### src/rtl/rmq_pkg.sv
`timescale 1ns / 1ps
// Shared types and constants for the rotation matrix to quaternion pipeline.
// No dependencies; every other file imports this package.
package rmq_pkg;

    localparam int DATA_WIDTH = 16;
    localparam int W    = DATA_WIDTH;
    localparam int FRAC = W - 2;
    localparam int AW   = W + 3;        // root argument, signed
    localparam int VW   = 2 * W;        // argument shifted up by FRAC
    localparam int RMW  = W + 2;        // square root partial remainder
    localparam int NW   = 2 * W;        // divider numerator
    localparam int QB   = W + 1;        // quotient bits produced per lane

    localparam logic [AW-1:0]  ONE_ARG  = AW'(1) << FRAC;
    localparam logic [W-1:0]   SMAX_W   = {1'b0, {(W-1){1'b1}}};
    localparam logic [W-1:0]   SMIN_W   = {1'b1, {(W-1){1'b0}}};
    localparam logic [QB-1:0]  SMAX_Q   = QB'(SMAX_W);
    localparam logic [QB-1:0]  HALF_Q   = QB'(SMIN_W);

    typedef enum logic [1:0] {
        ROOT_X = 2'd0,
        ROOT_Y = 2'd1,
        ROOT_Z = 2'd2,
        ROOT_W = 2'd3
    } t_root;

    typedef struct packed {
        logic signed [W-1:0] m00;
        logic signed [W-1:0] m01;
        logic signed [W-1:0] m02;
        logic signed [W-1:0] m10;
        logic signed [W-1:0] m11;
        logic signed [W-1:0] m12;
        logic signed [W-1:0] m20;
        logic signed [W-1:0] m21;
        logic signed [W-1:0] m22;
    } t_in;

    typedef struct packed {
        logic signed [W-1:0] qx;
        logic signed [W-1:0] qy;
        logic signed [W-1:0] qz;
        logic signed [W-1:0] qw;
        logic                bad_root;
    } t_out;

    // square root section: three off-diagonal lanes ride along
    typedef struct packed {
        logic                bad;
        t_root               root;
        logic [2:0]          neg;
        logic [2:0][W:0]     mag;
        logic [VW-1:0]       v;
        logic [RMW-1:0]      rem;
        logic [W-1:0]        res;
    } t_sq;

    // divider section: three lanes share the divisor 2R
    typedef struct packed {
        logic                bad;
        t_root               root;
        logic [W-1:0]        r;
        logic [2:0]          neg;
        logic [2:0]          ovf;
        logic [2:0][NW-1:0]  n;
        logic [2:0][W:0]     rem;
        logic [2:0][QB-1:0]  quot;
    } t_dv;

endpackage

### src/rtl/rmq_div_step.sv
`timescale 1ns / 1ps
// One registered quotient bit of restoring division, three lanes at once.
// Depends on rmq_pkg.
module rmq_div_step #(
    parameter int STEP = 0
) (
    input  logic          i_clk,
    input  logic          i_rst_n,
    input  logic          i_valid,
    output logic          o_ready,
    input  rmq_pkg::t_dv  i_data,
    output logic          o_valid,
    input  logic          i_ready,
    output rmq_pkg::t_dv  o_data
);
    import rmq_pkg::*;

    localparam int NBIT = QB - 1 - STEP;

    logic              r_valid;
    t_dv               r_data;
    t_dv               n_data;
    logic [W+1:0]      dvs;
    logic [2:0][W+1:0] rem2;

    assign dvs = {1'b0, i_data.r, 1'b0};

    always_comb begin
        n_data = i_data;
        for (int k = 0; k < 3; k++) begin
            rem2[k] = {i_data.rem[k], i_data.n[k][NBIT]};
            if (rem2[k] >= dvs) begin
                n_data.rem[k]  = (W+1)'(rem2[k] - dvs);
                n_data.quot[k] = {i_data.quot[k][QB-2:0], 1'b1};
            end else begin
                n_data.rem[k]  = (W+1)'(rem2[k]);
                n_data.quot[k] = {i_data.quot[k][QB-2:0], 1'b0};
            end
        end
    end

    assign o_ready = !r_valid || i_ready;

    always_ff @(posedge i_clk) begin
        if (!i_rst_n) begin
            r_valid <= 1'b0;
        end else if (o_ready) begin
            r_valid <= i_valid;
        end
    end

    always_ff @(posedge i_clk) begin
        if (o_ready && i_valid) begin
            r_data <= n_data;
        end
    end

    assign o_valid = r_valid;
    assign o_data  = r_data;
endmodule

### config.mk
export PLATFORM = sky130hd
export DESIGN_NAME = rmq_div_step
export DESIGN_NICKNAME = d
export VERILOG_FILES = /design/src/rtl/rmq_pkg.sv /design/src/rtl/rmq_div_step.sv
export SDC_FILE = /design/constraint.sdc
export NUM_CORES = 1
export LEC_CHECK = 0
export BUFFER_PORTS_ARGS = -buffer_cell sky130_fd_sc_hd__buf_2
export CORE_AREA = 3 3 177 179
export DETAILED_ROUTE_END_ITERATION = 10
export DIE_AREA = 0 0 180 182
export SKIP_CTS_REPAIR_TIMING = 1
export SLEW_MARGIN = 20
export SYNTH_ARGS = -nofsm -noshare
export SYNTH_HDL_FRONTEND = slang
export SYNTH_SLANG_ARGS = --single-unit
### constraint.sdc
create_clock -name i_clk -period 14.4 [get_ports i_clk]
set_input_delay 2.88 -clock i_clk [delete_from_list [all_inputs] [get_ports i_clk]]
set_output_delay 2.88 -clock i_clk [all_outputs]
set_load 0.005 [all_outputs]
# After elaboration in Yosys (flattened, before gate mapping)
# Index checks and enable logic that the tools add are counted.
# word_totals
word_cells,30
mem_bits_rw,0
rom_bits,0
mem_count,0
register_bits,224
latchBits,0
inputBits,227
output_inout_bits,225
# classes
magnitude_cmp,3
muxes,6
reduce_logical,3
n_mul,0
n_addsub,3
n_shift,0
n_bitwise,0
div,0
eq_ne,0
# ops
operator,count
$ge 18x17->1,3
$mux 17,3
$sub 17x17->17,3
$mux 1,3
$logic_and 1x1->1,1
$logic_not 1->1,1
$logic_or 1x1->1,1

# Logic depth before layout (Yosys ltp)
# logic_depth
word_depth,3
ltp_mapped,10

# Worst setup path before layout
# OpenSTA, ideal clock, no wires.
# synth_timing
path_kind,input port to flip-flop
startpoint,input i_ready
endpoint,"register r_data, in the netlist o_data[0] (enable)"
setup_slack_ps,5745
t_arrival_ps,8046
setup_ps,608
path_stages,2
required_time_ps,13792
n_path_buf,0
path_cell_list,nand2b_1 > and2_1
# synth_via
elab_chain_len,2
# synth_rtl
element,line,source
start: declaration,rmq_div_step.sv:13,"input logic i_ready,"
$logic_or 1x1->1,rmq_div_step.sv:42,assign o_ready = !r_valid || i_ready;
$logic_and 1x1->1,rmq_div_step.sv:53,if (o_ready && i_valid) begin
end signal: assignment,rmq_div_step.sv:54,r_data <= n_data;
end: declaration,rmq_div_step.sv:21,t_dv r_data;
# No other way between the ends.
# A chain may end at the register's enable or synchronous reset.

# Final worst setup path
# layout_timing
startpoint,input i_ready
endpoint,output o_ready
# layout_via
elab_chain_len,1
# layout_rtl
element,line,source
$logic_or 1x1->1,rmq_div_step.sv:42,
end: declaration,rmq_div_step.sv:10,"output logic o_ready,"
# No other way between the ends.

==> impl_metrics.toml <==
[synthesis]
yosysTopAreaCellShare = 0.666
async_flop_share = 0
synthXorXnorAreaFrac = 0.0239
synthAdderAreaFrac = 0.0666
synth_area_sq_mm = 0.00991
synth.avg_cell_area_sq_um = 15.1
synth_top_family_by_area = "compound AO/OA/AOI/OAI gates"
yosys_warnings = 0
synth_top_area_cell = "edfxtp_1"
yosysSeqAreaShare = 0.669
ys.flop_type = "edfxtp_1"
synth_edf_count = 220
synth_seq_cells = 221
ys_types = 68
synth_fp_nets = 933
ys_top_cells_by_area = "edfxtp_1, ha_1, mux2_2"
synth_compound_area_frac = 0.105
syn-instance-count = 655
synth-simple-area-share = 0.0622
muxShareOfSynthArea = 0.0509

[clock_tree]
h-tree-depth = 1
cts_made_buffers = 25
cts_root_buffer = "clkbuf_16"
cts.sinks = 221
path_clk_slew_ns = 0.06
clk_path_buf_depth = 3
cts_tree = "yes"
insertion_delay_ns = 0.52

[sta]
hold_viol_final = 0
fin_hold_ws_ns = 0.551
rsz0062_at_grt = "no"
finalSetupViolations = 0
period_minus_slack_ns = 6.15
period_share = 0.427
timing.fmax_ghz = 0.163
slew_viol_final = 0
fin_tns_setup_ns = 0
tightest_slew_ns = 1.13
clock_skew_ns = 0.00742
relSlewSlack = 0.244

[critical_path]
crit_path_start_kind = "input port"
path_cells = "buf_2 > nand2b_1 > buf_2"
critical_path_peak_fanout = 3
path_delay_family = "buffers and inverters"
rr_startpoint = "o_valid"
crit_top_cell = "buf_2"
cpPeakStageDelay_ns = 0.16
required_ns = 11.52
path_class = "in -> out"
arrival_ns = 3.27
r2r-end = "o_data[92]"
crit_slowest_cell = "nand2b_1"
worstRegToRegCells = 3
reg2reg_slack_ns = 12.18
critPathBufInv = 2
endpoint_kind = "output pin"

[route]
first_iter_violations = 384
first_pass_iters = 5
postRouteWirelength_mm = 32.2
avgViaCountPerCell = 4.84
drc = 0
wl_per_cell_um = 21.0
antenna_left = 0
dr_total_vias = 7409

[worst_hold_path]
hold_path.class = "reg -> reg"
hp-start = "o_valid"
hold_depth = 2
hold_end = "o_valid"

[flow_run]
maxCapViolations = 0

[outcome]
status = "finished, final reports clean"

[global_route]
grtUsageTotal = 0.185
grt_max_degree = 190
grt_pass1_wl_mm = 46.4
antenna_found_initial = 8
first_global_vias = 7506
grt.overflow.total = 0

[floorplan]
die_w_um = 180
fp.dieArea_sq_mm = 0.0328
die_h_um = 182
io_pins = 452
rows = 63
core_area_sq_mm = 0.0297
initial_core_util = 0.334

[place]
gp_congestion = 0.875
port_buffers = 448
dp_hpwl_mm = 25.2
place_area_sq_mm = 0.0126

[pwr]
p_per_area_mw_per_mm2 = 126
leakage_nw = 5.78
ir_worst_vdd_mv = 0.0732

[cells_and_area]
drive_above_1_share = 0.475
nets = 1396
multi_input_area_sq_mm = 0.00308
seq_area_sq_mm = 0.00663
fillers = 2786
final_area_sq_mm = 0.0134
syn_to_final_growth_pct = 35.2
[registers in the layout (all words and copies together), names as in the netlist]
| register | count |
|---|---|
| o_data | 220 |
| o_valid | 1 |
[worst max path at each step]
stage | slack [ns] | start | endpoint | cells past startpoint
2_1_floorplan | 5.75 | i_ready | o_data[0] | 2
3_3_place_gp | 8.26 | i_ready | o_ready | 3
3_5_place_dp | 8.26 | i_ready | o_ready | 3
4_1_cts | 8.26 | i_ready | o_ready | 3
5_1_grt | 8.21 | i_ready | o_ready | 3
6_report | 8.25 | i_ready | o_ready | 3
[layout by cell type, fill, tap and decap left out, types with 6 or more instances in the layout]
master and count:
xor2_1 10, o21a_1 17, nand2b_1 6, inv_1 33, edfxtp_1 220, ha_1 48, a21oi_1 24, a31oi_1 6
a21o_1 7, nor2_1 28, xnor2_1 17, nor3_1 11, clkbuf_16 25, a21boi_0 7, buf_2 448, mux2i_1 8
a211oi_1 6, mux2_4 8, nand2_1 27, and3_1 6, mux2_2 27, nand4_1 6, o22ai_1 6, o21ai_0 31
nor2b_1 6
[report_power, final]
group,internal [mW],leakage [nW],total (mW),switching [mW]
Combinational,0.128,3.26,0.278,0.151
Clock,0.373,0.383,0.630,0.257
Sequential,0.771,2.14,0.782,0.0111
Total,1.27,5.78,1.69,0.419
[synth_stat cells (all sizes together), types with 6 or more instances]
library cell and n:
a21boi 7, o21ai 31, xor2 10, nor3 12, xnor2 17, nand2b 6
nand4 6, a31oi 7, a211oi 7, nor2b 6, o22ai 6, or2 6
mux2i 8, edfxtp 220, nor2 28, buf 8, a21oi 26, o21a 17
ha 48, a21o 7, and3 6, inv 34, mux2 35, nand2 27
[per-stage QoR]
stage / power, mW / instances / util / setup slack (ns)
2_1_floorplan: 0.958 / 655 / - / 5.75
3_3_place_gp: 1.07 / 1481 / 0.423 / 8.26
3_5_place_dp: 1.08 / 1481 / 0.423 / 8.26
4_1_cts: 1.72 / 1526 / 0.450 / 8.26
5_1_grt: 1.77 / 1528 / 0.451 / 8.21
6_report: 1.69 / 1530 / 0.451 / 8.25
[cells by family after synthesis]
| group | after synthesis |
|---|---|
| buf+inv | 47 |
| fa+ha+maj | 51 |
| compound gates | 148 |
| mux | 43 |
| simple gates | 118 |
| xor+xnor | 27 |
| flops | 221 |
[layout make-up]
type	count	area share
Tap cell	390	0.0364
Clock inverter	15	0.0120
Inverter	34	0.0101
Sequential cell	221	0.494
Antenna cell	4	0.000747
Multi-Input combinational cell	387	0.229
Clock buffer	30	0.0481
Timing Repair Buffer	449	0.169
[routing by layer]
metal | part of all wire | vias to the layer above | GRT usage
li1 | - | 3481 | -
met1 | 0.36 | 3529 | 0.198
met2 | 0.52 | 322 | 0.336
met3 | 0.087 | 67 | 0.0633
met4 | 0.039 | 10 | 0.0705
met5 | 0.0019 | - | 0
[worst reg2reg max path, stage by stage, from the launching register on]
cell	delay (ns)
dfxtp_1	0.31
nand2b_1	0.10
and2_4	0.45
buf_12	0.67
Power figures use the tool's default switching activity.
