$ cat src/rtl/rmq_pkg.sv
`timescale 1ns / 1ps
// Shared types and constants for the rotation matrix to quaternion pipeline.
// No dependencies; every other file imports this package.
package rmq_pkg;

    localparam int DATA_WIDTH = 16;
    localparam int W    = DATA_WIDTH;
    localparam int FRAC = W - 2;
    localparam int AW   = W + 3;        // root argument, signed
    localparam int VW   = 2 * W;        // argument shifted up by FRAC
    localparam int RMW  = W + 2;        // square root partial remainder
    localparam int NW   = 2 * W;        // divider numerator
    localparam int QB   = W + 1;        // quotient bits produced per lane

    localparam logic [AW-1:0]  ONE_ARG  = AW'(1) << FRAC;
    localparam logic [W-1:0]   SMAX_W   = {1'b0, {(W-1){1'b1}}};
    localparam logic [W-1:0]   SMIN_W   = {1'b1, {(W-1){1'b0}}};
    localparam logic [QB-1:0]  SMAX_Q   = QB'(SMAX_W);
    localparam logic [QB-1:0]  HALF_Q   = QB'(SMIN_W);

    typedef enum logic [1:0] {
        ROOT_X = 2'd0,
        ROOT_Y = 2'd1,
        ROOT_Z = 2'd2,
        ROOT_W = 2'd3
    } t_root;

    typedef struct packed {
        logic signed [W-1:0] m00;
        logic signed [W-1:0] m01;
        logic signed [W-1:0] m02;
        logic signed [W-1:0] m10;
        logic signed [W-1:0] m11;
        logic signed [W-1:0] m12;
        logic signed [W-1:0] m20;
        logic signed [W-1:0] m21;
        logic signed [W-1:0] m22;
    } t_in;

    typedef struct packed {
        logic signed [W-1:0] qx;
        logic signed [W-1:0] qy;
        logic signed [W-1:0] qz;
        logic signed [W-1:0] qw;
        logic                bad_root;
    } t_out;

    // square root section: three off-diagonal lanes ride along
    typedef struct packed {
        logic                bad;
        t_root               root;
        logic [2:0]          neg;
        logic [2:0][W:0]     mag;
        logic [VW-1:0]       v;
        logic [RMW-1:0]      rem;
        logic [W-1:0]        res;
    } t_sq;

    // divider section: three lanes share the divisor 2R
    typedef struct packed {
        logic                bad;
        t_root               root;
        logic [W-1:0]        r;
        logic [2:0]          neg;
        logic [2:0]          ovf;
        logic [2:0][NW-1:0]  n;
        logic [2:0][W:0]     rem;
        logic [2:0][QB-1:0]  quot;
    } t_dv;

endpackage

$ cat src/rtl/rmq_sqrt_step.sv
`timescale 1ns / 1ps
// One registered digit of the restoring square root (one result bit).
// Depends on rmq_pkg.
module rmq_sqrt_step #(
    parameter int STEP = 0
) (
    input  logic          i_clk,
    input  logic          i_rst_n,
    input  logic          i_valid,
    output logic          o_ready,
    input  rmq_pkg::t_sq  i_data,
    output logic          o_valid,
    input  logic          i_ready,
    output rmq_pkg::t_sq  o_data
);
    import rmq_pkg::*;

    localparam int PAIR = W - 1 - STEP;

    logic           r_valid;
    t_sq            r_data;
    t_sq            n_data;
    logic [RMW+1:0] rem2;
    logic [RMW+1:0] trial;

    assign rem2  = {i_data.rem, i_data.v[2*PAIR+1 -: 2]};
    assign trial = (RMW+2)'({i_data.res, 2'b01});

    always_comb begin
        n_data = i_data;
        if (rem2 >= trial) begin
            n_data.rem = RMW'(rem2 - trial);
            n_data.res = {i_data.res[W-2:0], 1'b1};
        end else begin
            n_data.rem = RMW'(rem2);
            n_data.res = {i_data.res[W-2:0], 1'b0};
        end
    end

    assign o_ready = !r_valid || i_ready;

    always_ff @(posedge i_clk) begin
        if (!i_rst_n) begin
            r_valid <= 1'b0;
        end else if (o_ready) begin
            r_valid <= i_valid;
        end
    end

    always_ff @(posedge i_clk) begin
        if (o_ready && i_valid) begin
            r_data <= n_data;
        end
    end

    assign o_valid = r_valid;
    assign o_data  = r_data;
endmodule

$ cat config.mk
export PLATFORM = sky130hd
export DESIGN_NAME = rmq_sqrt_step
export DESIGN_NICKNAME = d
export VERILOG_FILES = /design/src/rtl/rmq_pkg.sv /design/src/rtl/rmq_sqrt_step.sv
export SDC_FILE = /design/constraint.sdc
export NUM_CORES = 1
export LEC_CHECK = 0
export BUFFER_PORTS_ARGS = -buffer_cell sky130_fd_sc_hd__buf_2
export CAP_MARGIN = 0
export CORE_MARGIN = 4
export CORE_UTILIZATION = 39
export DETAILED_ROUTE_END_ITERATION = 12
export PLACE_DENSITY = 0.81
export SLEW_MARGIN = 40
export SYNTH_ARGS = -nofsm -noshare
export SYNTH_HDL_FRONTEND = slang
export SYNTH_SLANG_ARGS = --single-unit
$ cat constraint.sdc
create_clock -name i_clk -period 4.15 [get_ports i_clk]
set_input_delay 0 -clock i_clk [delete_from_list [all_inputs] [get_ports i_clk]]
set_output_delay 0 -clock i_clk [all_outputs]
set_load 0.01 [all_outputs]
Yosys cells after proc, flatten, opt, wreduce, memory -nomap -nowiden
Cells that the tools add are included.

Logic and storage cells: 16. Flip-flop bits (word level): 124. Bits of input ports: 127. Output and inout bits: 125.

Add/sub/neg operators: 1. Muxes and demuxes: 1. Reductions and logical operators: 3. Magnitude comparators: 1.

Operators with widths (count): $mux 34 (1); $ge 20x18->1 (1); $sub 18x18->18 (1); $logic_and 1x1->1 (1); $logic_not 1->1 (1); $logic_or 1x1->1 (1).

Depth between registers and ports, before layout
Gate-level depths: netlist of run 1.

Depth in word-level cells: 3. Gate-level depth with buffers: 10. Depth with buffers taken out: 9.

Worst setup path before layout of run 1
OpenSTA, ideal clock, no wires.

Kind: register to register. From: register r_valid (netlist: o_valid). To: register r_data, in the netlist o_data[0] (enable). Library setup time: 497 ps. Cell stages (with the launch flop): 3. Required time: 3653 ps. Slack: 304 ps. Period minus slack after synthesis: 3846 ps. Arrival: 3349 ps. Buffers on the path: 0. Cell sequence: dfxtp_1 > nand2b_1 > and2_1.

Word-level cells in the longest chain between the ends: 3.

Ends and longest elaborated chain: start, declared (RTL line rmq_sqrt_step.sv:20) `logic r_valid;`; start signal, assigned (RTL line rmq_sqrt_step.sv:46) `r_valid <= i_valid;`; $logic_not 1->1 (RTL line rmq_sqrt_step.sv:40) `assign o_ready = !r_valid || i_ready;`; $logic_or 1x1->1 (RTL line rmq_sqrt_step.sv:40); via o_ready (RTL line rmq_sqrt_step.sv:10) `output logic o_ready,`; $logic_and 1x1->1 (RTL line rmq_sqrt_step.sv:51) `if (o_ready && i_valid) begin`; end signal, assigned (RTL line rmq_sqrt_step.sv:52) `r_data <= n_data;`; end, declared (RTL line rmq_sqrt_step.sv:21) `t_sq r_data;`.

The timed path passes the listed nets, and every way through them passes these cells. A chain may end at the register's enable or synchronous reset.

==> impl_metrics.yaml, run 1 <==
global_route:
  overflow: 0
  antenna_found_initial: 1
  grt_max_degree: 49
  grt_pass1_wl_um: 25600
  track_usage_pct: 23.9
  first_global_vias: 4333
layout:
  drive_above_1_share_pct: 46.1
  nNetsFinal: 813
  final_design_area_no_fill_um2: 8180
  final_common_cell: "buf_2"
  final_cell_mix: "buf_2, edfxtp_1, dlygate4sd3_1"
  synthToLayoutAreaGrowth_pct: 66.4
logic_synthesis:
  synthMuxAreaShare_pct: 4.40
  synth_top_family_by_area: "compound AO/OA/AOI/OAI gates"
  synth_nets: 421
  syn_area_per_cell_um2: 17.8
  yosys.area_share.adder_pct: 4.58
  yosysWarnings: 0
  synth_cells: 276
  synth_area_um2: 4910
  seq_area_frac_synth_pct: 75.6
  synth-compound-area-share_pct: 6.64
  ys_ff_latch: 124
  synthXorXnorAreaFrac_pct: 3.03
  ys_types: 44
  synth_simple_gate_area_share_pct: 3.64
worst_hold_path:
  hold-path-endpoint: "o_data[0]"
  worstHoldStart: "i_data[32]"
  hold_depth: 3
  worst_hold_path_type: "in2reg"
outcome:
  status: "completed"
placed_design:
  port_buffers: 251
  pre_cts_slack_ns: 1.59
  place_congestion: 0.816
  dpl_cell_area_um2: 6390
  dp_hpwl_um: 10600
power:
  pwr_density_cell_nw_per_um2: 423
  ir_drop_mv: 0.200
  p_leak_nw: 3.55
  power_mw: 3.46
worst_setup_path:
  regToRegSetupSlack_ns: 2.25
  path_class: "in2reg"
  crit_family: "compound AO/OA/AOI/OAI gates"
  required_ns: 4.31
  cp_max_fo: 19
  rr_worst_depth: 4
  startpoint: "i_data[16]"
  crit_slowest_cell: "o21ai_4"
  path_cells: "dlygate4sd3_1 -> buf_2 -> ha_1 -> nand2b_1 -> a211oi_2 -> a31oi_1 -> a21oi_2 -> nor2b_2 -> o21ai_4 -> mux2_2"
  cp.depth: 10
  r2r_start: "o_valid"
  endpoint_kind: "flop"
  slowest_delay_ns: 0.60
  worstReg2RegEnd: "o_data[108]"
  worst-path-buf-inv: 2
  start_kind: "primary input"
  crit_arrival_ns: 2.82
detailed_routing:
  drtIter0Drc: 266
  remaining_drc_errors: 0
  dr.max_layer_used: "met4"
  antenna_violating_nets_post_route: 0
  avgViaCountPerCell: 4.80
  routedWlPerCell_um: 20.4
  met3WireLength_um: 1380
  dr.pass1.iters: 5
  met1_length_um: 6150
  drt_wl_total_um: 17300
  num_vias: 4079
  route.met2.wl_um: 8810
floorplanning:
  ios: 252
  die_area_um2: 14500
  die_h_um: 120
  die_x_um: 120
  start_util_pct: 40.4
  core_um2: 12200
  rows: 40
clock_tree:
  tritoncts: "done"
  clockBufferDepth: 2
  cts.sinks: 124
  cts_buffers: 17
  clk_latency_ns: 0.40
  cts.clk_slew.worst_paths_ns: 0.06
  cts_root_buf: "clkbuf_16"
  postCtsSetupBuffers: 0
  cts-htree-levels: 4
timing:
  final.setup.worst_slack_ns: 1.49
  fin_crit_ns: 2.66
  setup_viol: 0
  max_slew.worst_pin.slew_ns: 0.737
  tns_ns: 0
  relSlewSlack_pct: 50.6
  hold_viol_final: 0
  fin_hold_ws_ns: 0.202
  slew_violations: 0
  skew_ns: 0.00741
  rsz0062_at_grt: "no"
  max_freq_mhz: 376
  period_share_pct: 64.1
flow_run:
  cap_violations: 0
-- repair_timing --
action,4_1_cts,5_1_grt
gates resized for setup,0,0
hold buffers,122,0
endpoints found under the hold margin,121,0
-- worst register-to-register path, delay by kind of cell (launching register included) --
family	cells	cell delay, ns
buf+inv	2	0.65
simple gates	2	0.61
flops	1	0.31
-- Yosys cell counts (all sizes together) --
cell type	number	area share, %
a2111oi	1	0.31
a211oi	3	0.66
a21boi	2	0.31
a21o	1	0.15
a21oi	12	1.4
a221o	1	0.20
a311oi	2	0.48
a31oi	3	0.51
and2	1	0.13
and2b	1	0.15
and3	2	0.25
buf	3	0.61
dfxtp	1	0.41
edfxtp	123	75
ha	18	4.6
inv	20	1.5
mux2	16	4.2
mux2i	1	0.20
nand2	10	0.76
nand2b	3	0.38
nand3	2	0.20
nand4	2	0.25
nor2	10	0.76
nor2b	2	0.31
nor3	2	0.20
o211ai	1	0.15
o21a	3	0.46
o21ai	7	0.94
o21bai	2	0.31
o22ai	1	0.41
o31ai	1	0.15
o41a	1	0.23
or3	1	0.23
xnor2	13	2.3
xor2	4	0.71
-- how the worst max path moves through the flow --
stage | end | slack (ns)
floorplan | o_data[0] | 0.30
global placement | o_data[19] | 1.62
detailed placement | o_data[23] | 1.59
CTS | o_data[18] | 1.47
global route | o_data[25] | 1.23
finish | o_data[24] | 1.49
-- metrics by stage --
stage,cells,util [%]
after floorplan,276,-
after global placement,694,52.4
after detailed placement,695,52.5
after CTS,849,67.2
after global routing,849,67.2
final,850,67.3
-- state kept, by name (all words and copies together) (netlist names) --
register  flops
o_data      123
o_valid       1
-- metal layers --
metal  GRT usage [%]  vias to the layer above
li1                -                     1850
met1            25.5                     1934
met2            41.3                      233
met3            7.76                       62
met4            13.9                        0
met5               0                        -
-- cell families after synthesis --
group | after synthesis
AOI/OAI and AO/OA | 41
buffers and inverters | 23
muxes | 17
adders and majority gates | 18
DFF | 124
xor gates and xnor gates | 17
and+or+nand+nor | 36
-- power by group --
group / leakage [nW] / internal, mW / switching, mW
clock network: 0.275 / 0.832 / 0.568
registers: 1.20 / 1.49 / 0.0269
logic: 2.07 / 0.278 / 0.268
total: 3.55 / 2.60 / 0.863
-- area by class of cell --
type | count | area, um^2
timing repair buffer | 376 | 2510
sequential | 124 | 3710
clock inverter | 15 | 141
clock buffer | 17 | 425
multi-input combinational | 129 | 1100
fill | 846 | 3980
inverter | 20 | 75.1
antenna | 1 | 2.50
tap | 168 | 210
Power figures use the tool's default switching activity.
==> inputs of run 2 (changes only) <==
--- a/config.mk
+++ b/config.mk
@@ -5,6 +5,7 @@
 export SDC_FILE = /design/constraint.sdc
 export NUM_CORES = 1
 export LEC_CHECK = 0
+export ABC_AREA = 1
 export BUFFER_PORTS_ARGS = -buffer_cell sky130_fd_sc_hd__buf_2
 export CAP_MARGIN = 0
 export CORE_MARGIN = 4
==> constraint.sdc (replaced) <==
create_clock -name i_clk -period 2.8 [get_ports i_clk]
set_input_delay 0 -clock i_clk [delete_from_list [all_inputs] [get_ports i_clk]]
set_output_delay 0 -clock i_clk [all_outputs]
set_load 0.01 [all_outputs]
==> impl_metrics.yaml, run 2 <==
timing:
  skew_ns: 0.0101
  final.setup.worst_slack_ns: 0.858
  max_slew.worst_pin.slew_ns: 0.786
  relSlewSlack_pct: 47.6
  max_freq_mhz: 515
  slew_violations: 0
  fin_hold_ws_ns: 0.257
  rsz0062_at_grt: "no"
  tns_ns: 0
  setup_viol: 0
  fin_crit_ns: 1.94
  hold_viol_final: 0
  period_share_pct: 69.4
worst_hold_path:
  hold_depth: 6
  hold-path-endpoint: "o_data[0]"
  worstHoldStart: "i_data[33]"
  worst_hold_path_type: "in2reg"
detailed_routing:
  antenna_violating_nets_post_route: 0
  drt_wl_total_um: 17100
  drtIter0Drc: 324
  avgViaCountPerCell: 4.59
  num_vias: 4442
  remaining_drc_errors: 0
  routedWlPerCell_um: 17.6
  dr.pass1.iters: 4
logic_synthesis:
  syn_area_per_cell_um2: 13.2
  netlist_top_cells_area: "edfxtp_1, nand2_1, ha_1"
  async_flop_share_pct: 0
  synth_common_cells: "edfxtp_1, nand2_1, inv_1"
  synth_simple_gate_area_share_pct: 14.0
  synth_nets: 535
  ys_types: 30
  synth-compound-area-share_pct: 3.21
  synth_edf_count: 123
  synth_top_family_by_area: "simple AND/OR/NAND/NOR gates"
  synth_area_um2: 5150
  yosysWarnings: 0
  synth_top_area_share_pct: 71.7
  yosysMostFrequentCell: "edfxtp_1"
  ys_ff_latch: 124
  synthXorXnorAreaFrac_pct: 1.70
  synthMuxAreaShare_pct: 0
  seq_area_frac_synth_pct: 72.1
  synthFlopType: "edfxtp_1"
  synth_top_area_cell: "edfxtp_1"
  synth_cells: 390
  yosys.area_share.adder_pct: 4.37
clock_tree:
  postCtsSetupBuffers: 0
  cts_root_buf: "clkbuf_16"
  clk_latency_ns: 0.40
  cts_buffers: 17
  hold_buffers: 122
  tritoncts: "done"
  cts.clk_slew.worst_paths_ns: 0.06
  clockBufferDepth: 2
  post_cts_resized: 0
  cts.sinks: 124
  cts-htree-levels: 4
placed_design:
  pre_cts_slack_ns: 1.01
  place_congestion: 0.839
  port_buffers: 251
  dp_hpwl_um: 11100
layout:
  fillerInstances: 907
  final_cell_mix: "buf_2, edfxtp_1, dlygate4sd3_1"
  nNetsFinal: 926
  drive_above_1_share_pct: 39.5
  final_common_cell: "buf_2"
  synthToLayoutAreaGrowth_pct: 63.0
  post-route-util_pct: 65.7
  largest_reg_flops: 123
floorplanning:
  ios: 252
  core_um2: 12800
  start_util_pct: 40.3
  die_h_um: 123
  rows: 41
  die_x_um: 123
  die_area_um2: 15100
global_route:
  track_usage_pct: 22.1
  gr-usage-met2_pct: 40.1
  first_global_vias: 4598
  grt_max_degree: 63
  grt-busiest-layer: "met2"
  grt_use_met1_pct: 23.1
  met3_usage_pct: 6.50
  overflow: 0
  antenna_found_initial: 2
  grt_pass1_wl_um: 24800
worst_setup_path:
  r2r_start: "o_valid"
  crit_slowest_cell: "dlygate4sd3_1"
  endpoint_kind: "flop"
  worstReg2RegEnd: "o_data[18]"
  start_kind: "primary input"
  required_ns: 2.94
  path_class: "in2reg"
  regToRegSetupSlack_ns: 1.26
  worst_path_most_repeated_cell: "nand2_1"
  path_cells: "dlygate4sd3_1 -> buf_2 -> inv_1 -> ha_1 -> nand2_1 -> nand2_1 -> nand2_1 -> nand2_1 -> inv_1 -> nand3_2 -> nand2_1 -> nand2_4 -> inv_6 -> o21ai_2"
  crit_arrival_ns: 2.09
  slowest_delay_ns: 0.58
  rr_worst_depth: 2
  cp_max_fo: 25
power:
  switching_share_pct: 25.1
  comb_power_share_pct: 15.6
  intPower_mw: 3.82
  seqPwrFrac_pct: 43.9
  p_leak_nw: 3.81
  p_sw_mw: 1.28
  power_frac_clock_pct: 40.5
  power_mw: 5.10
  pwr_density_cell_nw_per_um2: 608
  ir_drop_mv: 0.417
flow_run:
  cap_violations: 0
outcome:
  status: "completed"
## run 2: critical path, delay by kind of cell
kind            cells  cell delay [ns]
fa+ha+maj           1             0.33
simple gates        7             0.62
buf+inv             5             1.05
compound gates      1             0.07
## run 2: power groups by stage
| stage | Clock (mW) | Sequential, mW | Combinational (mW) |
|---|---|---|---|
| 2_1_floorplan | 0 | 2.35 | 0.287 |
| 4_1_cts | 2.08 | 2.23 | 0.790 |
| 3_5_place_dp | 0 | 2.27 | 0.646 |
| 3_3_place_gp | 0 | 2.27 | 0.634 |
| 5_1_grt | 2.19 | 2.25 | 0.868 |
| 6_report | 2.06 | 2.24 | 0.796 |
## run 2: through the flow
| step | std cells | instance area [um^2] |
|---|---|---|
| 4_1_cts | 966 | 8390 |
| 2_1_floorplan | 390 | 5160 |
| 3_5_place_dp | 812 | 6610 |
| 5_1_grt | 968 | 8390 |
| 6_report | 968 | 8390 |
| 3_3_place_gp | 812 | 6610 |
## run 2: cells by family after synthesis
group,Yosys count
AND/OR/NAND/NOR,159
flip-flops,124
buffers and inverters,53
AO/OA/AOI/OAI,26
adder cells (fa/ha/maj),18
XOR/XNOR,10
## run 2: layout make-up
class	instances	area, um^2	share of cell area (%)
clock inverters	13	119	1.42
clock buffers	19	443	5.28
flip-flops and latches	124	3710	44.3
repair buffers	375	2490	29.7
well taps	172	215	2.56
multi-input cells	213	1210	14.4
diodes	2	5.00	0.0596
inverters	50	193	2.30
## run 2: how the worst max path moves through the flow
stage               startpoint          to  cells after the start  slack [ns]
global placement     i_data[4]  o_data[21]                     12        1.03
floorplan              o_valid   o_data[0]                      1       -0.01
CTS                  i_data[9]  o_data[24]                     12        0.88
finish               i_data[7]  o_data[24]                     14        0.86
global route         i_data[7]  o_data[21]                     15        0.69
detailed placement   i_data[9]  o_data[17]                     11        1.01
## run 2: metal layers
metal | routed length (um) | part of all wire (%)
met5 | 0 | 0
met4 | 719 | 4.2
met3 | 1270 | 7.4
met2 | 8940 | 52
met1 | 6130 | 36
