===== config.mk =====
export PLATFORM = sky130hd
export DESIGN_NAME = rmq_front
export DESIGN_NICKNAME = d
export VERILOG_FILES = /design/src/rtl/rmq_pkg.sv /design/src/rtl/rmq_front.sv
export SDC_FILE = /design/constraint.sdc
export NUM_CORES = 1
export LEC_CHECK = 0
export BUFFER_PORTS_ARGS = -buffer_cell sky130_fd_sc_hd__buf_2
export CAP_MARGIN = 30
export CORE_MARGIN = 2
export CORE_UTILIZATION = 55
export DETAILED_ROUTE_END_ITERATION = 10
export HOLD_SLACK_MARGIN = 0.06
export PLACE_DENSITY = 0.79
export SYNTH_ARGS = -nofsm -noshare
export SYNTH_HDL_FRONTEND = slang
export SYNTH_SLANG_ARGS = --single-unit
export TNS_END_PERCENT = 1

===== constraint.sdc =====
create_clock -name i_clk -period 7.78 [get_ports i_clk]
set_clock_uncertainty 0.15 [all_clocks]
set_input_delay 0.778 -clock i_clk [delete_from_list [all_inputs] [get_ports i_clk]]
set_output_delay 0.778 -clock i_clk [all_outputs]
set_load 0.01 [all_outputs]

===== src/rtl/rmq_pkg.sv =====
`timescale 1ns / 1ps
// Shared types and constants for the rotation matrix to quaternion pipeline.
// No dependencies; every other file imports this package.
package rmq_pkg;

    localparam int DATA_WIDTH = 16;
    localparam int W    = DATA_WIDTH;
    localparam int FRAC = W - 2;
    localparam int AW   = W + 3;        // root argument, signed
    localparam int VW   = 2 * W;        // argument shifted up by FRAC
    localparam int RMW  = W + 2;        // square root partial remainder
    localparam int NW   = 2 * W;        // divider numerator
    localparam int QB   = W + 1;        // quotient bits produced per lane

    localparam logic [AW-1:0]  ONE_ARG  = AW'(1) << FRAC;
    localparam logic [W-1:0]   SMAX_W   = {1'b0, {(W-1){1'b1}}};
    localparam logic [W-1:0]   SMIN_W   = {1'b1, {(W-1){1'b0}}};
    localparam logic [QB-1:0]  SMAX_Q   = QB'(SMAX_W);
    localparam logic [QB-1:0]  HALF_Q   = QB'(SMIN_W);

    typedef enum logic [1:0] {
        ROOT_X = 2'd0,
        ROOT_Y = 2'd1,
        ROOT_Z = 2'd2,
        ROOT_W = 2'd3
    } t_root;

    typedef struct packed {
        logic signed [W-1:0] m00;
        logic signed [W-1:0] m01;
        logic signed [W-1:0] m02;
        logic signed [W-1:0] m10;
        logic signed [W-1:0] m11;
        logic signed [W-1:0] m12;
        logic signed [W-1:0] m20;
        logic signed [W-1:0] m21;
        logic signed [W-1:0] m22;
    } t_in;

    typedef struct packed {
        logic signed [W-1:0] qx;
        logic signed [W-1:0] qy;
        logic signed [W-1:0] qz;
        logic signed [W-1:0] qw;
        logic                bad_root;
    } t_out;

    // square root section: three off-diagonal lanes ride along
    typedef struct packed {
        logic                bad;
        t_root               root;
        logic [2:0]          neg;
        logic [2:0][W:0]     mag;
        logic [VW-1:0]       v;
        logic [RMW-1:0]      rem;
        logic [W-1:0]        res;
    } t_sq;

    // divider section: three lanes share the divisor 2R
    typedef struct packed {
        logic                bad;
        t_root               root;
        logic [W-1:0]        r;
        logic [2:0]          neg;
        logic [2:0]          ovf;
        logic [2:0][NW-1:0]  n;
        logic [2:0][W:0]     rem;
        logic [2:0][QB-1:0]  quot;
    } t_dv;

endpackage


===== src/rtl/rmq_front.sv =====
`timescale 1ns / 1ps
// Input stage: branch choice, root argument and off-diagonal sums.
// Depends on rmq_pkg.
module rmq_front (
    input  logic          i_clk,
    input  logic          i_rst_n,
    input  logic          i_valid,
    output logic          o_ready,
    input  rmq_pkg::t_in  i_data,
    output logic          o_valid,
    input  logic          i_ready,
    output rmq_pkg::t_sq  o_data
);
    import rmq_pkg::*;

    logic              r_valid;
    t_sq               r_data;
    t_sq               n_data;
    logic signed [AW-1:0] a00, a11, a22, trace, arg;
    t_root             root;
    logic [W:0]        d_xw, d_yw, d_zw, s01_10, s02_20, s12_21;
    logic [2:0][W:0]   d;

    assign a00   = AW'(i_data.m00);
    assign a11   = AW'(i_data.m11);
    assign a22   = AW'(i_data.m22);
    assign trace = a00 + a11 + a22;

    // W+1 bit sums and differences of two sign-extended elements
    assign d_xw   = {i_data.m21[W-1], i_data.m21} - {i_data.m12[W-1], i_data.m12};
    assign d_yw   = {i_data.m02[W-1], i_data.m02} - {i_data.m20[W-1], i_data.m20};
    assign d_zw   = {i_data.m10[W-1], i_data.m10} - {i_data.m01[W-1], i_data.m01};
    assign s01_10 = {i_data.m01[W-1], i_data.m01} + {i_data.m10[W-1], i_data.m10};
    assign s02_20 = {i_data.m02[W-1], i_data.m02} + {i_data.m20[W-1], i_data.m20};
    assign s12_21 = {i_data.m12[W-1], i_data.m12} + {i_data.m21[W-1], i_data.m21};

    always_comb begin
        if (!trace[AW-1]) begin
            root = ROOT_W;
        end else if (a11 > a00) begin
            root = (a22 > a11) ? ROOT_Z : ROOT_Y;
        end else begin
            root = (a22 > a00) ? ROOT_Z : ROOT_X;
        end
    end

    always_comb begin
        case (root)
            ROOT_W: begin
                arg = trace + $signed(ONE_ARG);
                d   = {d_zw, d_yw, d_xw};
            end
            ROOT_X: begin
                arg = a00 - a11 - a22 + $signed(ONE_ARG);
                d   = {d_xw, s02_20, s01_10};
            end
            ROOT_Y: begin
                arg = a11 - a22 - a00 + $signed(ONE_ARG);
                d   = {d_yw, s12_21, s01_10};
            end
            default: begin
                arg = a22 - a00 - a11 + $signed(ONE_ARG);
                d   = {d_zw, s12_21, s02_20};
            end
        endcase
    end

    always_comb begin
        n_data      = '0;
        n_data.bad  = arg[AW-1] || (arg == '0);
        n_data.root = root;
        n_data.v    = {arg[W+1:0], {FRAC{1'b0}}};
        for (int k = 0; k < 3; k++) begin
            n_data.neg[k] = d[k][W];
            n_data.mag[k] = d[k][W] ? (~d[k] + 1'b1) : d[k];
        end
    end

    assign o_ready = !r_valid || i_ready;

    always_ff @(posedge i_clk) begin
        if (!i_rst_n) begin
            r_valid <= 1'b0;
        end else if (o_ready) begin
            r_valid <= i_valid;
        end
    end

    always_ff @(posedge i_clk) begin
        if (o_ready && i_valid) begin
            r_data <= n_data;
        end
    end

    assign o_valid = r_valid;
    assign o_data  = r_data;
endmodule


# ---- Word level (Yosys, flattened, before mapping)
# Index checks and enable logic that the tools add are counted.
# Widths: inputs -> output; s select.
dict set report word_totals {
  out_inout_bits 125
  in_bits 148
  regBits 76
}
dict set report op_classes {
  n_eq_ne 2
  bitwise_logic 3
  n_lt_le_gt_ge 3
  reduce_logical 6
  addsub 21
  mux 9
}
# operator count
set ops {}
lappend ops {{$pmux 51 s3} 1}
lappend ops {{$sub 16x16->17} 6}
lappend ops {{$add 18x16->19 const B} 4}
lappend ops {{$add 16x16->17} 4}
lappend ops {{$pmux 19 s3} 1}
lappend ops {{$sub 17x16->18} 3}
lappend ops {{$add 17x1->17 const B} 3}
lappend ops {{$not 17->17} 3}
lappend ops {{$gt 16x16->1} 3}
lappend ops {{$mux 16} 3}
lappend ops {{$logic_not 19->1} 1}
lappend ops {{$add 17x16->18} 1}
lappend ops {{$mux 2} 4}
lappend ops {{$eq 2x1->1 const B} 1}
lappend ops {{$eq 2x2->1 const B} 1}
lappend ops {{$logic_not 2->1} 1}
lappend ops {{$logic_or 1x1->1} 2}
lappend ops {{$logic_and 1x1->1} 1}
lappend ops {{$logic_not 1->1} 1}

# ---- Longest topological paths before layout
# Gate-level depths: netlist (run 1).
dict set report depth {
  word_depth 9
  mapped_depth 20
}

# ---- Worst setup path before layout (run 1)
# Ideal clock, no wire load.
dict set report synth_timing {
  path_type {input -> register}
  from {input port i_data[3] (netlist name)}
  to {register r_data, in the netlist o_data[122], data pin}
  slack_ns 2.572
  path_buffers 0
  required_ns 7.483
  cell_stages 17
  arrival_time_ns 4.911
  cell_sequence {inv_1 -> fa_1 -> inv_1 -> ha_1 -> ha_1 -> a211o_1 -> a2111oi_0 -> o221ai_1 -> a211oi_1 -> o21bai_1 -> a21oi_1 -> xnor2_1 -> nor2_1 -> or4_1 -> nor4_1 -> nand2b_1 -> o21bai_1}
}
# element line
set synth_rtl {}
lappend synth_rtl {{start, declared} rmq_front.sv:9} ;# input rmq_pkg::t_in i_data,
lappend synth_rtl {{end signal, assigned} rmq_front.sv:91} ;# r_data <= n_data;
lappend synth_rtl {{end, declared} rmq_front.sv:17} ;# t_sq r_data;

==> results of run 1 <==
tightest hold or removal path, stage by stage (launching register included):
cell,delay (ps)
dfxtp_1,310
nand2b_1,100
a21boi_0,90
cells by family after synthesis:
group | Yosys count | synth area share, %
AO/OA/AOI/OAI | 523 | 21.2
XOR/XNOR | 160 | 8.57
adder cells (fa/ha/maj) | 377 | 32.0
buffers and inverters | 361 | 9.54
flip-flops | 76 | 13.8
multiplexers | 14 | 1.08
other | 1 | 0.0227
AND/OR/NAND/NOR | 448 | 13.9
per-stage QoR:
stage / area [sq um] / cells / power (mW)
after floorplan: 16700 / 2007 / 2.50
after global placement: 17800 / 2528 / 3.31
after CTS: 18100 / 2546 / 3.80
after global routing: 18100 / 2546 / 4.10
final: 18100 / 2547 / 3.87
after detailed placement: 17800 / 2530 / 3.33
state kept, by name, indices dropped and copies added (netlist names):
signal and count:
o_data 75, o_valid 1
power groups by stage:
stage	Sequential, mW	Combinational (mW)	Clock, mW
2_1_floorplan	0.795	1.71	0
3_3_place_gp	0.743	2.57	0
3_5_place_dp	0.743	2.59	0
4_1_cts	0.736	2.61	0.451
5_1_grt	0.746	2.89	0.464
6_report	0.735	2.68	0.453
synthesized netlist by cell type (all sizes together) (8+ instances only):
master / instances
a2111oi: 11
a211oi: 23
a21o: 32
a21oi: 144
a221oi: 8
a31oi: 21
and2: 10
and3: 16
buf: 69
clkbuf: 38
edfxtp: 75
fa: 75
ha: 302
inv: 253
nand2: 87
nand2b: 28
nand3: 29
nand4: 15
nor2: 126
nor2b: 33
nor3: 45
nor4: 13
o211ai: 17
o21a: 26
o21ai: 105
o21bai: 19
o221ai: 10
o22ai: 18
o31ai: 15
or2: 12
xnor2: 107
xor2: 52
layer usage:
| metal | routed length (um) | vias up | part of all wire [%] |
|---|---|---|---|
| li1 | - | 7105 | - |
| met1 | 22800 | 7180 | 43 |
| met2 | 23600 | 794 | 44 |
| met3 | 5060 | 136 | 9.5 |
| met4 | 2010 | 0 | 3.8 |
| met5 | 0 | - | 0 |
cells in the final DEF, fill, tap and decap left out, drive strengths merged, types with 11 or more instances in the layout:
cell type / instances
a2111oi: 11
a211oi: 23
a21o: 32
a21oi: 144
a31oi: 21
and3: 16
buf: 240
conb: 48
edfxtp: 75
fa: 75
ha: 302
inv: 257
nand2: 87
nand2b: 28
nand3: 29
nand4: 15
nor2: 126
nor2b: 33
nor3: 45
nor4: 13
o211ai: 17
o21a: 26
o21ai: 105
o21bai: 19
o22ai: 18
o31ai: 15
or2: 12
xnor2: 107
xor2: 52
how the worst max path moves through the flow:
stage / cells past startpoint / endpoint / start
floorplan: 17 / o_data[122] / i_data[3]
global placement: 16 / o_data[93] / i_data[1]
detailed placement: 16 / o_data[95] / i_data[1]
CTS: 16 / o_data[93] / i_data[1]
global route: 17 / o_data[95] / i_data[3]
finish: 17 / o_data[93] / i_data[3]
cell type report:
class                   count  share of cell area, %
diodes                      1                 0.0138
flip-flops and latches     76                   12.5
multi-input cells        1570                   70.9
inverters                 254                   5.26
clock inverters             7                  0.359
clock buffers               9                   1.24
well taps                 390                   2.69
repair buffers            240                   7.00
==> results.yml, run 1 <==
status:
  run_status: "finished, final reports clean"
grt:
  grtUsageMet2_pct: 53.5
  antenna_found_initial: 0
  grt_util_met1_pct: 46.1
  grt_max_degree: 64
  groute.layer.met3.usage_pct: 4.79
  first_global_vias: 14300
  grt_pass1_wl_um: 80800
  global_route.peak_usage_layer: "met2"
  grt_util_all_layers_pct: 33.5
  overflow_left_after_global_routing: 0
logic_synthesis:
  synth_area_leader_cell: "ha_1"
  netlist_top_cells_area: "ha_1, edfxtp_1, fa_1"
  synth-warning-count: 0
  synth.yosys.seq_area_share_pct: 13.8
  synth_ff_type: "edfxtp_1"
  synth_enable_flop_cells: 75
  synth_cell_types: 93
  syn-instance-count: 1960
  post_synth.cell_area_avg_sq_um: 8.42
  postSynthRegisterBits: 76
  synth_top_area_share_pct: 22.9
  netlist_area_sq_um: 16500
  asyncSetResetFlopFracSynth_pct: 0
sta:
  final.min_clock_period_ps: 6280
  setup_violations: 0
  timing.setup.tns_ps: 0
  timing.slew.headroom_pct: 29.9
  finalHoldViolCount: 0
  clock.fmax_mhz: 159
  whs_ps: 396
  timing.final.ws_setup_ps: 1500
  setup_repair_after_global_routing_missed_its_margin: "false"
  slew_viols_final: 0
  period_share_pct: 80.7
  worst-slew-pin-transition_ps: 1040
worst_setup_path:
  worst_setup_path_start_kind: "primary input"
  arrival_ps: 6250
  crit_path_end_kind: "flop"
  crit_family: "compound AO/OA/AOI/OAI gates"
  reg2reg_setup_slack_ps: 6150
  crit_fanout: 63
  timing.critical_path.slowest_cell_delay_ps: 710
  worst_r2r_startpoint: "o_valid"
  critical_path_cell_list: "buf_2 > inv_1 > fa_1 > inv_1 > ha_1 > a211oi_1 > o21ai_0 > a31oi_1 > a221o_2 > buf_4 > nand2_1 > mux2_2 > ha_1 > nand2_1 > nor3b_1 > a21oi_1 > xor2_1"
  worst_r2r_path_depth: 3
  crit_slowest_cell: "nor3b_1"
  crit-reg2reg-capture: "o_data[63]"
  worstSetupPathType: "primary input to flop"
  worst-path-buf-inv: 4
  critical_path_required_ps: 7750
clock_network:
  cts_buffers: 9
  clk_pin_slew_worst_paths_ps: 80
  tritoncts_num_sinks: 76
  htreeDepth: 3
  post_cts_buffers: 0
  cts_repair_resize_count: 0
  worstSkewPairLatency_ps: 360
  cts_hold_buf: 0
  cts_max_path_buffers: 2
  tritoncts: "built"
  clock_root_buffer_master: "clkbuf_16"
floorplan:
  design.portCount: 273
  num_rows: 63
  floorplan.die.width_um: 177
  core_region_area_sq_um: 29600
  die_y_um: 177
  initial_utilization_pct: 55.9
  dieArea_sq_um: 31400
placement:
  gpl.final_weighted_congestion: 1.03
  place.port_buffers: 224
  placement.setup.worst_slack_ps: 1380
  post-dp-hpwl_um: 44700
drt:
  routed_via_density: 5.97
  wl_per_cell_um: 21.0
  dr.first_iter.drc_count: 1796
  routed-via-count: 15200
  finalWirelength_um: 53500
  drc_errors: 0
  drt_pass1_iterations: 8
  antenna_violating_nets_post_route: 0
layout:
  design.final.nets: 2676
  fraction_of_final_layout_cells_sized_beyond_drive_strength_1_pct: 14.2
  layout.area.seq_sq_um: 2270
  fillerInstances: 2647
  area_of_combinational_cells_with_multiple_inputs_sq_um: 12900
  final_core_utilization_pct: 61.4
  area.growth.synth_to_final_pct: 9.85
worst_hold_path:
  hold_path_end: "o_valid"
  hold_path.class: "flop to flop"
  min_path_cells: 2
  min-delay-start: "o_valid"
pwr:
  power-per-cell-area_nw_per_um2: 214
  power_frac_comb_pct: 69.3
  vdd.ir_drop.worst_v: 0.000133
  switching_power_as_a_share_of_total_power_pct: 50.7
  clockPowerShare_pct: 11.7
  internal_power_mw: 1.91
  p_leak_nw: 8.73
  seq_power_share_pct: 19.0
  p_switching_mw: 1.96
flow_run:
  max-cap-violations: 0
Power figures use the tool's default switching activity.
==> run 2: changes to the inputs <==
--- a/config.mk
+++ b/config.mk
@@ -5,6 +5,7 @@
 export SDC_FILE = /design/constraint.sdc
 export NUM_CORES = 1
 export LEC_CHECK = 0
+export ABC_AREA = 1
 export BUFFER_PORTS_ARGS = -buffer_cell sky130_fd_sc_hd__buf_2
 export CAP_MARGIN = 30
 export CORE_MARGIN = 2
==> constraint.sdc (replaced) <==
create_clock -name i_clk -period 6.5 [get_ports i_clk]
set_clock_uncertainty 0.15 [all_clocks]
set_input_delay 0.65 -clock i_clk [delete_from_list [all_inputs] [get_ports i_clk]]
set_output_delay 0.65 -clock i_clk [all_outputs]
set_load 0.01 [all_outputs]
==> run 2 against run 1 <==
  * Combinational power rose by 34%
  * Hold slack worse by 3.1 ps
  * Critical path type unchanged
  * Critical endpoint is now o_data[115]
  * Via count up 15%
  * Global-route usage grew 1.2 points
  * Area after synthesis rose by 7.3%
==> results.yml, run 2 <==
floorplan:
  design.portCount: 273
  floorplan.die.width_um: 183
  dieArea_sq_um: 33700
  die_y_um: 183
  num_rows: 65
  core_region_area_sq_um: 31600
  initial_utilization_pct: 56.0
sta:
  final.min_clock_period_ps: 5000
  whs_ps: 393
  timing.slew.headroom_pct: 48.9
  clock.fmax_mhz: 200
  timing.setup.tns_ps: 0
  setup_violations: 0
  worst-slew-pin-transition_ps: 758
  finalHoldViolCount: 0
  timing.final.ws_setup_ps: 1500
  slew_viols_final: 0
  period_share_pct: 76.9
  setup_repair_after_global_routing_missed_its_margin: "false"
logic_synthesis:
  synth_area_leader_cell: "ha_1"
  synthMostInstantiatedCell: "nand2_1"
  post_synth.cell_area_avg_sq_um: 6.90
  synth.yosys.seq_area_share_pct: 12.8
  postSynthRegisterBits: 76
  synth_enable_flop_cells: 75
  synth_top_area_share_pct: 21.3
  synth-warning-count: 0
  synth_cell_types: 55
  netlist_area_sq_um: 17700
  netlist_top_cells_area: "ha_1, edfxtp_1, nand2_1"
  synth_ff_type: "edfxtp_1"
  most_common_library_cells_after_synthesis: "nand2_1, inv_1, ha_1, nor2_1, a21oi_1"
  asyncSetResetFlopFracSynth_pct: 0
  syn-instance-count: 2568
clock_network:
  tritoncts: "built"
  clk_pin_slew_worst_paths_ps: 70
  worstSkewPairLatency_ps: 350
  cts_hold_buf: 0
  post_cts_buffers: 0
  htreeDepth: 3
  tritoncts_num_sinks: 76
  cts_max_path_buffers: 2
  cts_buffers: 9
  clock_root_buffer_master: "clkbuf_16"
  cts_repair_resize_count: 0
pwr:
  power-per-cell-area_nw_per_um2: 260
  post-layout-total-power_mw: 5.01
  vdd.ir_drop.worst_v: 0.000161
  p_leak_nw: 10.7
placement:
  post-dp-hpwl_um: 50500
  placedInstanceArea_sq_um: 19000
  place.port_buffers: 224
  total_instance_count_after_detailed_placement: 3151
  gpl.final_weighted_congestion: 1.04
  placement.setup.worst_slack_ps: 1260
worst_setup_path:
  crit_path_end_kind: "flop"
  critical_path_required_ps: 6450
  crit_fanout: 26
  worstSetupPathType: "primary input to flop"
  arrival_ps: 4940
  worst-path-buf-inv: 5
  timing.critical_path.slowest_cell_delay_ps: 560
  cell_occurring_most_often_along_the_worst_timing_path: "nand2_1"
  worst_setup_path_start_kind: "primary input"
  crit_family: "simple AND/OR/NAND/NOR gates"
  crit_slowest_cell: "fa_1"
drt:
  wl_per_cell_um: 18.6
  drt_pass1_iterations: 6
  drc_errors: 0
  routed_via_density: 5.51
  dr.first_iter.drc_count: 1817
  antenna_violating_nets_post_route: 0
  routed-via-count: 17500
  finalWirelength_um: 58900
layout:
  fillerInstances: 3028
  area.growth.synth_to_final_pct: 8.92
  final_cell_mix: "nand2_1, inv_1, ha_1"
  layout.cells.non_filler: 3168
  area_of_combinational_cells_with_multiple_inputs_sq_um: 13300
  fraction_of_final_layout_cells_sized_beyond_drive_strength_1_pct: 11.4
  final_core_utilization_pct: 61.0
  design.final.nets: 3286
  layout.area.seq_sq_um: 2270
  largest_register_ffs: 75
  mostFrequentLayoutCell: "nand2_1"
  n_antenna_cell: 0
  finish.instance_area_sq_um: 19300
grt:
  first_global_vias: 16200
  groute.layer.met3.usage_pct: 4.91
  grt_pass1_wl_um: 90800
  grt_util_met1_pct: 52.6
  antenna_found_initial: 0
  grt_max_degree: 76
  grt_util_all_layers_pct: 34.7
  overflow_left_after_global_routing: 0
  grtUsageMet2_pct: 52.5
  global_route.peak_usage_layer: "met1"
status:
  run_status: "finished, final reports clean"
flow_run:
  max-cap-violations: 0
worst_hold_path:
  hold_path.class: "primary input to flop"
[run 2: cell types whose count changed after synthesis, moves of 33 or more]
cell     change
nand3_1    +128
xnor2_1     -82
nand4_1     +39
nor2_1     +116
nor2b_1     -33
xor2_1      +53
nand2_1    +471
inv_1      +186
[run 2: layout make-up]
type                            instances  area share [%]
Clock buffer                            9            1.17
Clock inverter                          7           0.428
Inverter                              448            8.72
Multi-Input combinational cell       1993            69.0
Sequential cell                        76            11.8
Tap cell                              402            2.61
Timing Repair Buffer                  233            6.27
[run 2: path summary, 6_finish.rpt]
path	start	end	slack [ps]	cells past startpoint
setup reg to reg	o_valid	o_data[61]	4820	3
setup / recovery	i_data[4]	o_data[115]	1500	26
hold reg to reg	o_valid	o_valid	410	2
hold / removal	i_rst_n	o_valid	390	2
[run 2: where the power goes]
part	switching, mW	internal, mW	leakage [nW]
sequential	0.0565	0.816	0.737
combinational	2.44	1.15	9.81
clock	0.247	0.305	0.145
[run 2: metal layers]
metal  share of wire (%)  vias up  routed length [um]
li1                    -     8465                   -
met1                  47     8124               27500
met2                  42      792               25000
met3                 9.1       79                5390
met4                 1.8        0                1080
met5                   0        -                   0
[run 2: logic make-up after synthesis]
kind of cell / share of synthesized area, %
flops: 12.8
fa+ha+maj: 29.8
xor+xnor: 6.43
other cells: 0.0212
simple gates: 27.4
compound gates: 10.4
buf+inv: 13.0
[run 2: worst reg2reg max path: stages, from the launching register on]
cell,delay [ps]
dfxtp_1,350
a21oi_4,140
buf_4,380
buf_16,300
